===== config.mk =====
export PLATFORM = sky130hd
export DESIGN_NAME = hsv_to_rgb_converter_core
export DESIGN_NICKNAME = d
export VERILOG_FILES = /design/src/sv/hsvrgb_pkg.sv /design/src/sv/hsvrgb_prep.sv /design/src/sv/hsvrgb_mul.sv /design/src/sv/hsvrgb_route.sv /design/src/sv/hsv_to_rgb_converter_core.sv
export SDC_FILE = /design/constraint.sdc
export NUM_CORES = 2
export LEC_CHECK = 0
export BUFFER_PORTS_ARGS = -buffer_cell sky130_fd_sc_hd__buf_2
export CORE_MARGIN = 1.5
export CORE_UTILIZATION = 32
export CTS_CLUSTER_SIZE = 14
export DETAILED_ROUTE_END_ITERATION = 12
export PLACE_DENSITY = 0.47
export SLEW_MARGIN = 10
export SYNTH_ARGS = -nofsm -noshare
export SYNTH_HDL_FRONTEND = slang
export SYNTH_HIERARCHICAL = 1
export SYNTH_SLANG_ARGS = --single-unit

===== constraint.sdc =====
create_clock -name clk_i -period 11 [get_ports clk_i]
set_input_delay 0.55 -clock clk_i [delete_from_list [all_inputs] [get_ports clk_i]]
set_output_delay 0.55 -clock clk_i [all_outputs]
set_load 0.02 [all_outputs]

===== src/sv/hsvrgb_pkg.sv =====
// Package: pixel types, stage records and fixed-point helpers for the HSV to RGB converter.
package hsvrgb_pkg;

  localparam int unsigned FracBits = 16;
  localparam int unsigned CompW    = FracBits + 1;
  localparam int unsigned ProdW    = 2 * CompW;
  localparam int unsigned SectW    = FracBits + 3;
  localparam logic [CompW-1:0] OneFx = CompW'(1) << FracBits;

  typedef enum logic [2:0] {
    SectRed     = 3'd0,
    SectYellow  = 3'd1,
    SectGreen   = 3'd2,
    SectCyan    = 3'd3,
    SectBlue    = 3'd4,
    SectMagenta = 3'd5
  } sector_e;

  typedef struct packed {
    logic [FracBits-1:0] hue;
    logic [CompW-1:0]    saturation;
    logic [CompW-1:0]    brightness;
  } hsv_t;

  typedef struct packed {
    logic [CompW-1:0] red;
    logic [CompW-1:0] green;
    logic [CompW-1:0] blue;
  } rgb_t;

  typedef struct packed {
    logic                valid;
    logic [2:0]          sel;
    logic [FracBits-1:0] f;
    logic [CompW-1:0]    s;
    logic [CompW-1:0]    v;
    logic [CompW-1:0]    oms;
  } prep_t;

  typedef struct packed {
    logic             valid;
    logic [2:0]       sel;
    logic [CompW-1:0] v;
    logic [CompW-1:0] p;
    logic [CompW-1:0] sf;
    logic [CompW-1:0] s1f;
  } prod_t;

  typedef struct packed {
    logic             valid;
    logic [2:0]       sel;
    logic [CompW-1:0] v;
    logic [CompW-1:0] p;
    logic [CompW-1:0] q;
    logic [CompW-1:0] t;
  } term_t;

  function automatic logic [CompW-1:0] fx_mul(input logic [CompW-1:0] a,
                                              input logic [CompW-1:0] b);
    logic [ProdW-1:0] prod;
    prod = ProdW'(a) * ProdW'(b);
    return prod[FracBits +: CompW];
  endfunction

endpackage


===== src/sv/hsvrgb_prep.sv =====
// Input stage: clamp saturation and brightness, split the scaled hue into sector and fraction.
module hsvrgb_prep (
  input  logic                clk_i,
  input  logic                rst_ni,
  input  logic                valid_i,
  input  hsvrgb_pkg::hsv_t    pixel_i,
  output hsvrgb_pkg::prep_t   prep_o
);

  logic [hsvrgb_pkg::SectW-1:0]    sect_w;
  logic [hsvrgb_pkg::CompW-1:0]    s_clamp;
  logic [hsvrgb_pkg::CompW-1:0]    v_clamp;
  logic                            valid_q;
  logic [2:0]                      sel_q;
  logic [hsvrgb_pkg::FracBits-1:0] f_q;
  logic [hsvrgb_pkg::CompW-1:0]    s_q;
  logic [hsvrgb_pkg::CompW-1:0]    v_q;
  logic [hsvrgb_pkg::CompW-1:0]    oms_q;

  assign sect_w  = {1'b0, pixel_i.hue, 2'b00} + {2'b00, pixel_i.hue, 1'b0};
  assign s_clamp = (pixel_i.saturation > hsvrgb_pkg::OneFx) ? hsvrgb_pkg::OneFx
                                                            : pixel_i.saturation;
  assign v_clamp = (pixel_i.brightness > hsvrgb_pkg::OneFx) ? hsvrgb_pkg::OneFx
                                                            : pixel_i.brightness;

  always_ff @(posedge clk_i or negedge rst_ni) begin
    if (!rst_ni) begin
      valid_q <= 1'b0;
    end else begin
      valid_q <= valid_i;
    end
  end

  always_ff @(posedge clk_i) begin
    sel_q <= sect_w[hsvrgb_pkg::SectW-1 -: 3];
    f_q   <= sect_w[hsvrgb_pkg::FracBits-1:0];
    s_q   <= s_clamp;
    v_q   <= v_clamp;
    oms_q <= hsvrgb_pkg::OneFx - s_clamp;
  end

  assign prep_o = '{valid: valid_q, sel: sel_q, f: f_q, s: s_q, v: v_q, oms: oms_q};

endmodule


===== src/sv/hsvrgb_mul.sv =====
// Multiplier stages: form s*f, s*(1-f) and p, then q and t from the complements.
module hsvrgb_mul (
  input  logic               clk_i,
  input  logic               rst_ni,
  input  hsvrgb_pkg::prep_t  prep_i,
  output hsvrgb_pkg::term_t  term_o
);

  hsvrgb_pkg::prod_t            prod;
  logic                         prod_valid_q;
  logic [2:0]                   prod_sel_q;
  logic [hsvrgb_pkg::CompW-1:0] prod_v_q;
  logic [hsvrgb_pkg::CompW-1:0] prod_p_q;
  logic [hsvrgb_pkg::CompW-1:0] prod_sf_q;
  logic [hsvrgb_pkg::CompW-1:0] prod_s1f_q;
  logic [hsvrgb_pkg::CompW-1:0] f_ext;
  logic                         term_valid_q;
  logic [2:0]                   term_sel_q;
  logic [hsvrgb_pkg::CompW-1:0] term_v_q;
  logic [hsvrgb_pkg::CompW-1:0] term_p_q;
  logic [hsvrgb_pkg::CompW-1:0] term_q_q;
  logic [hsvrgb_pkg::CompW-1:0] term_t_q;

  assign f_ext = {1'b0, prep_i.f};

  always_ff @(posedge clk_i or negedge rst_ni) begin
    if (!rst_ni) begin
      prod_valid_q <= 1'b0;
      term_valid_q <= 1'b0;
    end else begin
      prod_valid_q <= prep_i.valid;
      term_valid_q <= prod.valid;
    end
  end

  always_ff @(posedge clk_i) begin
    prod_sel_q <= prep_i.sel;
    prod_v_q   <= prep_i.v;
    prod_p_q   <= hsvrgb_pkg::fx_mul(prep_i.v, prep_i.oms);
    prod_sf_q  <= hsvrgb_pkg::fx_mul(prep_i.s, f_ext);
    prod_s1f_q <= hsvrgb_pkg::fx_mul(prep_i.s, hsvrgb_pkg::OneFx - f_ext);
  end

  assign prod = '{valid: prod_valid_q, sel: prod_sel_q, v: prod_v_q, p: prod_p_q,
                  sf: prod_sf_q, s1f: prod_s1f_q};

  always_ff @(posedge clk_i) begin
    term_sel_q <= prod.sel;
    term_v_q   <= prod.v;
    term_p_q   <= prod.p;
    term_q_q   <= hsvrgb_pkg::fx_mul(prod.v, hsvrgb_pkg::OneFx - prod.sf);
    term_t_q   <= hsvrgb_pkg::fx_mul(prod.v, hsvrgb_pkg::OneFx - prod.s1f);
  end

  assign term_o = '{valid: term_valid_q, sel: term_sel_q, v: term_v_q, p: term_p_q,
                    q: term_q_q, t: term_t_q};

endmodule


===== src/sv/hsvrgb_route.sv =====
// Output stage: route v, p, q and t to red, green and blue by sector.
module hsvrgb_route (
  input  logic               clk_i,
  input  logic               rst_ni,
  input  hsvrgb_pkg::term_t  term_i,
  output logic               valid_o,
  output hsvrgb_pkg::rgb_t   result_o
);

  hsvrgb_pkg::rgb_t rgb_d;
  hsvrgb_pkg::rgb_t rgb_q;
  logic             valid_q;

  always_comb begin
    case (hsvrgb_pkg::sector_e'(term_i.sel))
      hsvrgb_pkg::SectRed:    rgb_d = '{red: term_i.v, green: term_i.t, blue: term_i.p};
      hsvrgb_pkg::SectYellow: rgb_d = '{red: term_i.q, green: term_i.v, blue: term_i.p};
      hsvrgb_pkg::SectGreen:  rgb_d = '{red: term_i.p, green: term_i.v, blue: term_i.t};
      hsvrgb_pkg::SectCyan:   rgb_d = '{red: term_i.p, green: term_i.q, blue: term_i.v};
      hsvrgb_pkg::SectBlue:   rgb_d = '{red: term_i.t, green: term_i.p, blue: term_i.v};
      default:                rgb_d = '{red: term_i.v, green: term_i.p, blue: term_i.q};
    endcase
  end

  always_ff @(posedge clk_i or negedge rst_ni) begin
    if (!rst_ni) begin
      valid_q <= 1'b0;
    end else begin
      valid_q <= term_i.valid;
    end
  end

  always_ff @(posedge clk_i) begin
    rgb_q <= rgb_d;
  end

  assign valid_o  = valid_q;
  assign result_o = rgb_q;

endmodule


===== src/sv/hsv_to_rgb_converter_core.sv =====
// Top level: four-stage pipelined HSV to RGB converter, six-sector method.
// A pixel is taken at every clock edge where start_i is high; busy_o is always low, so a new
// transaction may follow in every cycle. Each result appears on result_o for exactly one cycle,
// marked by valid_o, once its pixel has passed the four register stages; results leave in
// order and the receiver cannot stall. The stages are clamp and sector split, the three first
// products, the q and t products, and the sector routing.
module hsv_to_rgb_converter_core (
  input  logic              clk_i,
  input  logic              rst_ni,
  input  logic              start_i,
  input  hsvrgb_pkg::hsv_t  pixel_i,
  output logic              busy_o,
  output logic              valid_o,
  output hsvrgb_pkg::rgb_t  result_o
);

  hsvrgb_pkg::prep_t prep;
  hsvrgb_pkg::term_t term;

  assign busy_o = 1'b0;

  hsvrgb_prep u_prep (
    .clk_i   (clk_i),
    .rst_ni  (rst_ni),
    .valid_i (start_i && !busy_o),
    .pixel_i (pixel_i),
    .prep_o  (prep)
  );

  hsvrgb_mul u_mul (
    .clk_i  (clk_i),
    .rst_ni (rst_ni),
    .prep_i (prep),
    .term_o (term)
  );

  hsvrgb_route u_route (
    .clk_i    (clk_i),
    .rst_ni   (rst_ni),
    .term_i   (term),
    .valid_o  (valid_o),
    .result_o (result_o)
  );

  a_result_follows_start: assert property (@(posedge clk_i) disable iff (!rst_ni)
    valid_o |-> $past(start_i, 4))
    else $error("result without a transaction four cycles earlier");

  a_grey_on_zero_sat: assert property (@(posedge clk_i) disable iff (!rst_ni)
    (valid_o && $past(pixel_i.saturation, 4) == '0) |->
      (result_o.red == result_o.green && result_o.green == result_o.blue))
    else $error("zero saturation did not give grey");

  a_result_in_range: assert property (@(posedge clk_i) disable iff (!rst_ni)
    valid_o |-> (result_o.red <= hsvrgb_pkg::OneFx && result_o.green <= hsvrgb_pkg::OneFx
                 && result_o.blue <= hsvrgb_pkg::OneFx))
    else $error("colour component above one");

endmodule


After elaboration in Yosys (flattened, before gate mapping) --
Cells that the tools add are included.
Operators by class: add/subtract/negate cells 5, $mul 5, order comparisons 2, eq/ne operators 4, muxes and demuxes 2, reductions and logical operators 1
Operator list (count):
- one-hot mux 51 bit (5 select lines) | 1
- multiplier 17 x 17 -> 33 bit | 4
- subtractor 17 bit, first input constant | 3
- > comparator 17 bit, second input constant | 2
- multiplier 17 x 16 -> 33 bit | 1
- adder 18 x 17 -> 19 bit | 1
- two-way mux 17 bit | 1
- subtractor 17 x 16 -> 17 bit, first input constant | 1
- == test 3 x 2 -> 1 bit, second input constant | 2
- == test 3 x 1 -> 1 bit, second input constant | 1
- == test 3 bit, second input constant | 1
- logical NOT 3 bit | 1
Word-level totals: register bits after elaboration 267, bits of input ports 53, output and inout bits 53, word-level logic and storage cells 41

Depth between registers and ports, before layout --
depth after elaboration 3, mapped depth 34, mapped depth without buffers 31

Hierarchy --
Netlist, hierarchy kept.
Modules (own cells, without submodules):
- hsvrgb_mul | instances 1, cells each 5296, area each 47292.9 µm², sequential area each 2892.8 µm²
- hsvrgb_route | instances 1, cells each 325, area each 3104.2 µm², sequential area each 1046.0 µm²
- hsvrgb_prep | instances 1, cells each 273, area each 2824.0 µm², sequential area each 1386.3 µm²
- hsv_to_rgb_converter_core | instances 1, cells each 2, area each 11.3 µm², sequential area each 0.0 µm²

Least setup slack after synthesis --
OpenSTA, ideal clock, no wires.
path type flip-flop to flip-flop, start point register u_mul/prod_s1f_q[0] (netlist bit), end point register u_mul/term_t_q[16] (netlist bit), data arrival time 7.563 ns, slack 3.316 ns, cell stages (with the launch flop) 33, buffers on the path 3, cells stage by stage dfxtp_1 buf_2 clkbuf_1 inv_1 ha_1 nand2b_1 or4_1 nor3_1 nand2b_1 nor4_1 xnor2_1 clkbuf_1 nand2_1 fa_1 inv_1 fa_1 fa_1 fa_1 fa_1 inv_1 fa_1 inv_1 ha_1 o21ai_0 o21bai_1 a211oi_1 o31ai_1 o21ai_1 a211oi_1 nor3_1 o31ai_1 a21oi_1 xnor2_1
On the way: longest elaborated chain between the ends 2
Ends and longest elaborated chain:
- start: declaration | line hsvrgb_mul.sv:15 | logic [hsvrgb_pkg::CompW-1:0] prod_s1f_q;
- start signal: assignment | line hsvrgb_mul.sv:41 | prod_s1f_q <= hsvrgb_pkg::fx_mul(prep_i.s, hsvrgb_pkg::OneFx - f_ext);
- subtractor 17 bit | line hsvrgb_mul.sv:52 | term_t_q <= hsvrgb_pkg::fx_mul(prod.v, hsvrgb_pkg::OneFx - prod.s1f);
- multiplier 17 x 17 -> 33 bit | line hsvrgb_pkg.sv:61 | prod = ProdW'(a) * ProdW'(b);
- end signal: assignment | line hsvrgb_mul.sv:52
- end: declaration | line hsvrgb_mul.sv:22 | logic [hsvrgb_pkg::CompW-1:0] term_t_q;
Every way passes these cells. A chain may end at the register's enable or synchronous reset.

Worst setup path after layout --
Same ends and word-level chain as after synthesis.

==> results_dict.tcl <==
set metrics [dict create \
    ant_nets 0 \
    grt_max_degree 52 \
    drtIter0Drc 1808 \
    synth_area_leaders "fa_1, ha_1, dfxtp_1, inv_1, nand2_1" \
    wirelength_um 142900 \
    worstReg2RegEnd "u_mul/term_t_q[16]$_DFF_P_" \
    firstDrtPassIters 5 \
    synth.distinct_cells 77 \
    setup_tns_ps 0 \
    cp_max_fo 18 \
    core_area_um2 165000 \
    worstRegToRegCells 30 \
    timing.slew.headroom 0.3085 \
    path_delay_family "adder cells" \
    synth_cells 5896 \
    period_needed_ps 8407 \
    met1_length_um 67790 \
    seqCellArea_um2 5333 \
    grt_pass1_vias 40870 \
    cts_tree "done" \
    critPathCapture "u_mul/term_t_q[16]$_DFF_P_" \
    grt_first_pass_wirelength_um 230700 \
    h-tree-depth 2 \
    dr_wl_met3_um 5427 \
    cp-end-kind "register" \
    crit_type "register to register" \
    setup_violations 0 \
    post-cts-setup-buffers 0 \
    gp_congestion 0.8104 \
    ys_seq_area_frac 0.1000 \
    slowest_stage "fa_1" \
    fin_util 0.3482 \
    required_ps 11480 \
    multi_input_area_um2 41640 \
    path_clk_slew_ps 70 \
    wl_per_cell_um 17.67 \
    synthFlopType "dfxtp_1" \
    synth_top_area_cell "fa_1" \
    fin_worst_skew_ps 44.27 \
    cts_sinks 265 \
    ys_ff_latch 265 \
    start_kind "register" \
    grt_usage 0.1747 \
    antenna_found_initial 6 \
    drive_above_1_share 0.06103 \
    numPortBuffers 104 \
    crit_start "u_mul/prod_s1f_q[0]$_DFF_P_" \
    io_pins 106 \
    rsz0062_at_grt "false" \
    area_growth_pct 7.914 \
    tightest_slew_ps 1032 \
    synth_edf_count 0 \
    final_cell_mix "inv_1, fa_1, nand2_1" \
    dr.max_layer_used "met4" \
    diodes 0 \
    syn-num-nets 7572 \
    drv_cap 0 \
    cts_max_path_buffers 3 \
    status "complete, no violations" \
    core.rowCount 149 \
    start_util 0.3226 \
    path_buf_inv 5 \
    path_depth 30 \
    hp-class "input port to register" \
    vias 37430 \
    maxSlewViolCount 0 \
    max_freq_mhz 119.0 \
    wl_met2_um 66510 \
    reg2reg_from "u_mul/prod_s1f_q[0]$_DFF_P_" \
    hold_viol_final 0 \
    root_buffer "clkbuf_16" \
    nets 7550 \
    insertion_delay_ps 600 \
    drc 0 \
    async_reset_ff_frac 0.01509 \
    arrival_ps 8890 \
    dieArea_um2 168800 \
    cts-buffers-inserted 34 \
    hpwlAfterDp_um 107500 \
    cp_common_cell "fa_1" \
    globalRouteOverflowTotal 0 \
    period_share 0.7643 \
    r2r_slack_ps 2590 \
    die_x_um 410.9 \
    final_common_cell "inv_1" \
    viasPerCell 4.628 \
    avgSynthCellArea_um2 9.029 \
    syn_area_um2 53230 \
    cp_slowest_stage_delay_ps 560 \
    yosysTopAreaCellShare 0.4107 \
    final.fill_count 17090 \
    yosys_warnings 6 \
    die_y_um 410.9 \
]
-- worst min-delay path by stage --
stage / slack [ps] / cells after the start / endpoint / from
after floorplan: 250 / 0 / u_mul/prod_valid_q$_DFF_PN0_ / rst_ni
after CTS: 50 / 1 / u_prep/valid_q$_DFF_PN0_ / start_i
after global routing: 60 / 1 / u_prep/valid_q$_DFF_PN0_ / start_i
after global placement: 310 / 0 / u_mul/term_p_q[13]$_DFF_P_ / u_mul/prod_p_q[13]$_DFF_P_
final: 80 / 1 / u_prep/valid_q$_DFF_PN0_ / start_i
after detailed placement: 310 / 0 / u_mul/term_p_q[13]$_DFF_P_ / u_mul/prod_p_q[13]$_DFF_P_
-- cell type report --
cell class                 count  share of cell area
clock buffer                  43             0.01647
clock inverter                18            0.004160
inverter                    1387             0.09063
multi-input combinational   3973              0.7249
sequential                   265             0.09283
tap                         2189             0.04768
timing repair buffer         213             0.02335
-- cells by family (layout without fill, tap and decap cells) --
group | count (synthesis) | count (layout) | share of synthesized area
AO/OA/AOI/OAI | 331 | 331 | 0.04402
multiplexers | 87 | 87 | 0.01873
other | 2 | 2 | 0.0001411
adder cells (fa/ha/maj) | 1623 | 1623 | 0.5355
buffers and inverters | 1658 | 1661 | 0.1187
XOR/XNOR | 160 | 160 | 0.02647
flip-flops | 265 | 265 | 0.1000
AND/OR/NAND/NOR | 1770 | 1770 | 0.1564
-- stage by stage --
step / instances / area [um^2] / hold WS, ps / worst slack (ps)
floorplan: 5896 / 53230 / 254.4 / 3316
global placement: 8026 / 56250 / 313.1 / 2768
detailed placement: 8026 / 56250 / 312.1 / 2599
CTS: 8088 / 57450 / 49.53 / 2574
global route: 8088 / 57450 / 62.07 / 1968
finish: 8088 / 57450 / 84.84 / 2593
-- metal layers --
| metal | GRT usage | vias to the layer above |
|---|---|---|
| met5 | 0 | - |
| met4 | 0.03991 | 0 |
| met3 | 0.01686 | 159 |
| met2 | 0.2897 | 743 |
| met1 | 0.2453 | 19180 |
| li1 | - | 17340 |
-- sequential cells by signal, summed over array words and instances (netlist names), 3 cells and up --
register and count:
u_mul/term_t_q 17, u_mul/prod_v_q 17, u_prep/f_q 15, u_route/result_o 51, u_mul/term_sel_q 3, u_prep/oms_q 16
u_prep/sel_q 3, u_mul/prod_sf_q 17, u_mul/term_q_q 17, u_mul/term_v_q 17, u_prep/s_q 17, u_mul/term_p_q 17
u_mul/prod_s1f_q 17, u_mul/prod_p_q 17, u_mul/prod_sel_q 3, u_prep/v_q 17
-- cell usage after synthesis, drive strengths merged (62+ instances only) --
master  number
inv       1387
fa        1092
nand2      981
ha         531
and2       492
dfxtp      261
clkbuf     228
xnor2      107
nor2       104
a21oi       75
o21ai       62
-- timing repair --
action / in CTS / in global routing
hold buffers: 1 / 0
hold endpoints to repair: 4 / 0
gates resized for setup: 0 / 0
Power is left out: the tool's default activity adds up to more than one toggle a clock period on the data nets, which glitch-free logic cannot reach.
